--- config.mk ---
export PLATFORM = sky130hd
export DESIGN_NAME = skit_cell
export DESIGN_NICKNAME = d
export VERILOG_FILES = /design/src/rtl/core/skit_pkg.sv /design/src/rtl/core/skit_cell.sv
export SDC_FILE = /design/constraint.sdc
export NUM_CORES = 1
export LEC_CHECK = 0
export BUFFER_PORTS_ARGS = -buffer_cell sky130_fd_sc_hd__buf_4
export CAP_MARGIN = 20
export CELL_PAD_IN_SITES_DETAIL_PLACEMENT = 0
export CELL_PAD_IN_SITES_GLOBAL_PLACEMENT = 1
export CORE_AREA = 2 2 118 120
export DETAILED_ROUTE_END_ITERATION = 8
export DIE_AREA = 0 0 120 122
export PLACE_DENSITY_LB_ADDON = 0.1
export SYNTH_ARGS = -nofsm -noshare
export SYNTH_HDL_FRONTEND = slang
export SYNTH_SLANG_ARGS = --single-unit
export TNS_END_PERCENT = 50
--- constraint.sdc ---
create_clock -name clk -period 4.3 [get_ports clk]
set_input_delay 0.215 -clock clk [delete_from_list [all_inputs] [get_ports clk]]
set_output_delay 0.215 -clock clk [all_outputs]
set_load 0.02 [all_outputs]
--- src/rtl/core/skit_pkg.sv ---
`default_nettype none
package skit_pkg;

    localparam int KEY_W            = 64;
    localparam int ELEM_OUT_W       = 6;
    localparam int COUNT_OUT_W      = 7;
    localparam int DEFAULT_CAPACITY = 64;

    typedef enum logic {
        OP_FIND = 1'b0,
        OP_ADD  = 1'b1
    } op_t;

    typedef enum logic [1:0] {
        ST_OK        = 2'd0,
        ST_NOT_FOUND = 2'd1,
        ST_DUPLICATE = 2'd2,
        ST_FULL      = 2'd3
    } status_t;

    typedef enum logic [1:0] {
        S_IDLE,
        S_CMP,
        S_APPLY
    } state_t;

    typedef struct packed {
        op_t              operation;
        logic [KEY_W-1:0] key;
    } cmd_t;

    typedef struct packed {
        status_t                status;
        logic [ELEM_OUT_W-1:0]  element_index;
        logic [COUNT_OUT_W-1:0] entry_count;
    } result_t;

    // Controls broadcast from the sequencer to every cell of the row.
    typedef struct packed {
        logic cmp_en;
        logic ins_en;
    } cell_ctrl_t;

endpackage
`default_nettype wire

--- src/rtl/core/skit_cell.sv ---
`default_nettype none
module skit_cell #(
    parameter int CAPACITY = skit_pkg::DEFAULT_CAPACITY,
    parameter int INDEX    = 0,
    parameter int ELEM_W   = $clog2(CAPACITY),
    parameter int CNT_W    = $clog2(CAPACITY + 1)
) (
    input  wire logic                       clk,
    input  wire skit_pkg::cell_ctrl_t       ctrl,
    input  wire logic [skit_pkg::KEY_W-1:0] search_key,
    input  wire logic [ELEM_W-1:0]          new_elem,
    input  wire logic [CNT_W-1:0]           count,
    input  wire logic                       prev_lt,
    input  wire logic                       prev_ge,
    input  wire logic [skit_pkg::KEY_W-1:0] prev_key,
    input  wire logic [ELEM_W-1:0]          prev_elem,
    output logic                            lt,
    output logic                            ge,
    output logic                            eq,
    output logic [skit_pkg::KEY_W-1:0]      key,
    output logic [ELEM_W-1:0]               elem
);
    import skit_pkg::*;

    logic              occupied;
    logic              lt_reg;
    logic              ge_reg;
    logic              eq_reg;
    logic [KEY_W-1:0]  key_reg;
    logic [ELEM_W-1:0] elem_reg;

    assign occupied = (CNT_W'(INDEX) < count);

    // Flags from the compare cycle; since the keys are sorted, the cells
    // holding smaller keys form a prefix of the row.
    always_ff @(posedge clk)
    begin
        if (ctrl.cmp_en)
        begin
            lt_reg <= occupied && (key_reg < search_key);
            ge_reg <= occupied && !(key_reg < search_key);
            eq_reg <= occupied && (key_reg == search_key);
        end
    end

    // The first cell not below the key takes the new key; every occupied
    // cell at or above it hands its contents one place up.
    always_ff @(posedge clk)
    begin
        if (ctrl.ins_en)
        begin
            if (prev_lt && !lt_reg)
            begin
                key_reg  <= search_key;
                elem_reg <= new_elem;
            end
            else if (prev_ge)
            begin
                key_reg  <= prev_key;
                elem_reg <= prev_elem;
            end
        end
    end

    assign lt   = lt_reg;
    assign ge   = ge_reg;
    assign eq   = eq_reg;
    assign key  = key_reg;
    assign elem = elem_reg;

endmodule
`default_nettype wire

Word level (Yosys, flattened, before mapping)
Cells that the tools add are included.
{"block": "totals", "output_inout_bits": 73, "ff_bits": 73, "inputBits": 152, "wordCells": 20}
{"block": "classes", "n_eq_ne": 1, "n_reduce_logical": 8, "mux": 4, "magnitude_cmp": 2}
{"cell": "64-bit two-way mux", "count": 2}
{"cell": "64-bit == test", "count": 1}
{"cell": "64-bit less-than comparator", "count": 1}
{"cell": "6-bit two-way mux", "count": 2}
{"cell": "1-bit by 7-bit less-than comparator with 1-bit output, first input constant", "count": 1}
{"cell": "1-bit logical AND", "count": 4}
{"cell": "1-bit zero test", "count": 2}
{"cell": "2-bit AND reduction", "count": 1}
{"cell": "2-bit nonzero test", "count": 1}

Logic depth before layout (Yosys ltp)
{"block": "depth", "word_depth": 4, "depth_mapped": 8, "mapped_depth_nobuf": 8}

Worst setup path before layout
No wires, ideal clock.
{"block": "synth_path", "kind": "reg-to-reg", "start": "reg lt_reg, in the netlist lt", "end": "reg elem_reg[0], in the netlist elem[0], enable pin", "arrival_ps": 2848, "synth_period_minus_slack_ps": 3281, "slack_ps": 1019, "n_path_buf": 2, "setup_time_ps": 433, "stages_incl_launch_ff": 5, "cell_sequence": "edfxtp_1 > nor2b_1 > clkbuf_1 > clkbuf_1 > o21a_1"}
{"block": "synth_via", "elab_chain_len": 4}
{"item": "start, declared", "line": "skit_cell.sv:26", "source": "logic lt_reg;"}
{"item": "start signal, assigned", "line": "skit_cell.sv:40", "source": "lt_reg <= occupied && (key_reg < search_key);"}
{"item": "1-bit zero test", "line": "skit_cell.sv:52", "source": "if (prev_lt && !lt_reg)"}
{"item": "1-bit logical AND", "line": "skit_cell.sv:52"}
{"item": "2-bit nonzero test (no line)"}
{"item": "2-bit AND reduction (no line)"}
{"item": "end signal, assigned", "line": "skit_cell.sv:55", "source": "elem_reg <= new_elem;"}
{"item": "end signal, assigned", "line": "skit_cell.sv:60", "source": "elem_reg <= prev_elem;"}
{"item": "end, declared", "line": "skit_cell.sv:30", "source": "logic [ELEM_W-1:0] elem_reg;"}
No other way between the ends.
A chain may end at the register's enable or synchronous reset.

Worst setup path in the final report
{"block": "layout_path", "start": "reg key_reg[46], in the netlist key[46]", "end": "reg lt_reg, in the netlist lt (data pin)"}
{"block": "layout_via", "elab_chain_len": 2}
{"item": "start, declared", "line": "skit_cell.sv:29", "source": "logic [KEY_W-1:0] key_reg;"}
{"item": "start signal, assigned", "line": "skit_cell.sv:54", "source": "key_reg <= search_key;"}
{"item": "start signal, assigned", "line": "skit_cell.sv:59", "source": "key_reg <= prev_key;"}
{"item": "64-bit less-than comparator", "line": "skit_cell.sv:40"}
{"item": "1-bit logical AND", "line": "skit_cell.sv:40"}
No other way between the ends.

==> impl_results.md <==
- CP Cell Sequence: ha_1 > nand4_2 > nor4_4 > nand4b_1 > or4_4 > o22ai_2 > nor3_1
- Total GRT Usage: 0.168
- CTS clk-pin slew, worst paths: 0.06 ns
- Number of max-cap violations: 0
- Tightest Hold Check Type: in2reg
- CTS Buffer Depth: 2
- Synthesized area: 4720 um2
- First-pass GRT wire length: 19,100 um
- CTS tree: built
- Req. time, crit path: 4.36 ns
- # port buffers: 224
- # resized after CTS: 0
- Crit Path Class: reg2reg
- Register area: 2190 um2
- Die Wd: 120 um
- CP peak stage delay: 0.53 ns
- Unrepaired setup endpoints after global routing: false
- Max Fclk: 0.404 GHz
- Critical path endpoint category: register
- Outcome: completed
- Design Area, Final: 6880 um2
- Rel. slew slack: 0.313
- Period utilization: 0.576
- Critical Path AT: 2.54 ns
- Gpl congestion: 0.758
- Nets: 831
- Initial Utilization: 0.350
- Worst vdd ir: 0.168 mV
- First-pass DRT Iterations: 4
- Tightest Pin Transition: 1.03 ns
- Average cell area after synthesis: 12.2 um2
- Die height: 122 um
- Clk sink count: 73
- Die area: 14,600 um2
- Register area share after synthesis: 0.464
- Vias: 3,761
- Post-synthesis cell count: 387
- Syn-to-layout area delta: 45.6%
- Largest net degree at the start of global routing: 71
- Pins Over Slew Limit: 0
- Total grt overflow: 0
- Worst setup SP type: register
- Row count: 43
- Critical path peak fanout: 3
- H-Tree Depth: 3
- Leak Pwr: 0.00322 uW
- Wirelength, routed: 11,900 um
- Hold-fix buffers, CTS: 0
- Setup bufs post-CTS: 0
- YS warnings: 0
- Flop2flop setup slack: 1.82 ns
- Number of synthesized flops with an enable pin: 73
- Ys flop type: edfxtp_1
- HPWL after DPL: 9340 um
- ANT cells: 0
- IO Pins: 225
- Hold Fails Final Rpt: 0
- ANT nets after route: 0
- Filler instances: 1,290
- Clk_lat worst skew: 0.34 ns
- Max reg flops: 64
- Minimum clock period: 2.48 ns
- DP Worst Slack: 1.81 ns
- Flops & latches, synth: 73
- Setup violators final: 0
- Via density: 4.70
- Post-synthesis cell type count: 31
- Clk_skew: 0.00642 ns
- Slowest cell on crit path: or4_4
- DRC: 0
- Core ar.: 13,500 um2
- Mapped Nets: 603
- Layout cells sized above 1: 0.518
- Footprint of the multi-input gates: 2280 um2
- DR iter-0 viols: 123
- Power Density: 296 nW/um2
- Final WS setup: 1.82 ns
- Number of global-route vias before repair: 4,016
- TNS Setup: 0 ns
- Cell Area, Placed: 6620 um2
- TritonCTS Buffers: 9
- Total power: 2040 uW
- Wire per inst: 14.9 um
- Asr flop ratio synth: 0
- Initial antenna violation count: 0
- Clk root buf: clkbuf_16
critical path, delay by kind of cell (launching register included):
kind,cells,cell delay [ns]
DFF,1,0.39
AOI/OAI and AO/OA,1,0.12
and+or+nand+nor,5,1.34
adders and majority gates,1,0.35
per-layer routing:
| metal | vias up | wire (um) | track usage | share of wire |
|---|---|---|---|---|
| li1 | 1876 | - | - | - |
| met1 | 1737 | 4920 | 0.202 | 0.41 |
| met2 | 138 | 5730 | 0.280 | 0.48 |
| met3 | 10 | 1130 | 0.0581 | 0.094 |
| met4 | 0 | 161 | 0.0596 | 0.013 |
| met5 | - | 0 | 0 | 0 |
path summary, 6_finish.rpt:
kind,start,to,depth (start not counted)
max,key[46],lt,7
min,ctrl[1],ge,1
max reg2reg,key[46],lt,7
min reg2reg,key[15],lt,4
report_power, final:
group          switching (uW)  leakage [uW]  internal, uW  total, uW
Clock                     288      0.000128           384        672
Sequential               24.7      0.000693           848        873
Combinational             232       0.00240           262        494
Total                     545       0.00322          1490       2040
kinds of logic after synthesis:
kind of cell               synth area share
muxes                                 0.167
buffers and inverters                0.0572
adders and majority gates             0.169
and+or+nand+nor                      0.0789
AOI/OAI and AO/OA                    0.0636
DFF                                   0.464
cell usage in the layout, fill, tap and decap left out, drive strengths merged:
cell,Yosys,final
buf,0,225
edfxtp,73,73
mux2,70,70
inv,64,64
ha,64,64
a21oi,27,27
nand2,21,21
clkbuf,8,11
nand4,10,10
o21ai,7,7
nor2,5,5
nand3,5,5
clkinv,0,5
o21a,4,4
nor4,4,4
a211oi,3,3
o211ai,3,3
or4,3,3
nor2b,3,3
and4,2,2
a221oi,2,2
nor3,2,2
o22ai,2,2
nand4b,1,1
or3,1,1
nand2b,1,1
a211o,1,1
o21ba,1,1
cells in the mapped netlist (2+ instances only):
library cell | count | share of area
a21oi_1 | 27 | 0.029
or4_1 | 2 | 0.0032
nor2_1 | 5 | 0.0040
and4_4 | 2 | 0.0048
mux2_2 | 70 | 0.17
a211oi_1 | 3 | 0.0048
nand4_1 | 5 | 0.0066
inv_1 | 64 | 0.051
nand2_1 | 20 | 0.016
nor4_4 | 2 | 0.0090
clkbuf_1 | 8 | 0.0064
nor4_1 | 2 | 0.0026
ha_1 | 64 | 0.17
a221oi_1 | 2 | 0.0037
nor3_1 | 2 | 0.0021
nor2b_1 | 3 | 0.0040
edfxtp_1 | 73 | 0.46
nand4_2 | 5 | 0.013
o21ai_0 | 7 | 0.0074
nand3_1 | 5 | 0.0053
o211ai_1 | 3 | 0.0048
o21a_1 | 4 | 0.0064
final cells by class:
class,count,share of cell area
inverter,64,0.0349
tap,180,0.0327
sequential,73,0.319
timing repair buffer,225,0.246
clock buffer,11,0.0338
multi-input combinational,242,0.331
clock inverter,5,0.00327
stage by stage:
step	cells	utilization	hold WS, ns
after floorplan	387	-	0.327
after global placement	784	0.491	0.441
after detailed placement	784	0.491	0.449
after CTS	800	0.509	0.0943
after global routing	800	0.509	0.106
final	800	0.509	0.110
No activity file was read; power rests on OpenSTA's default activity.
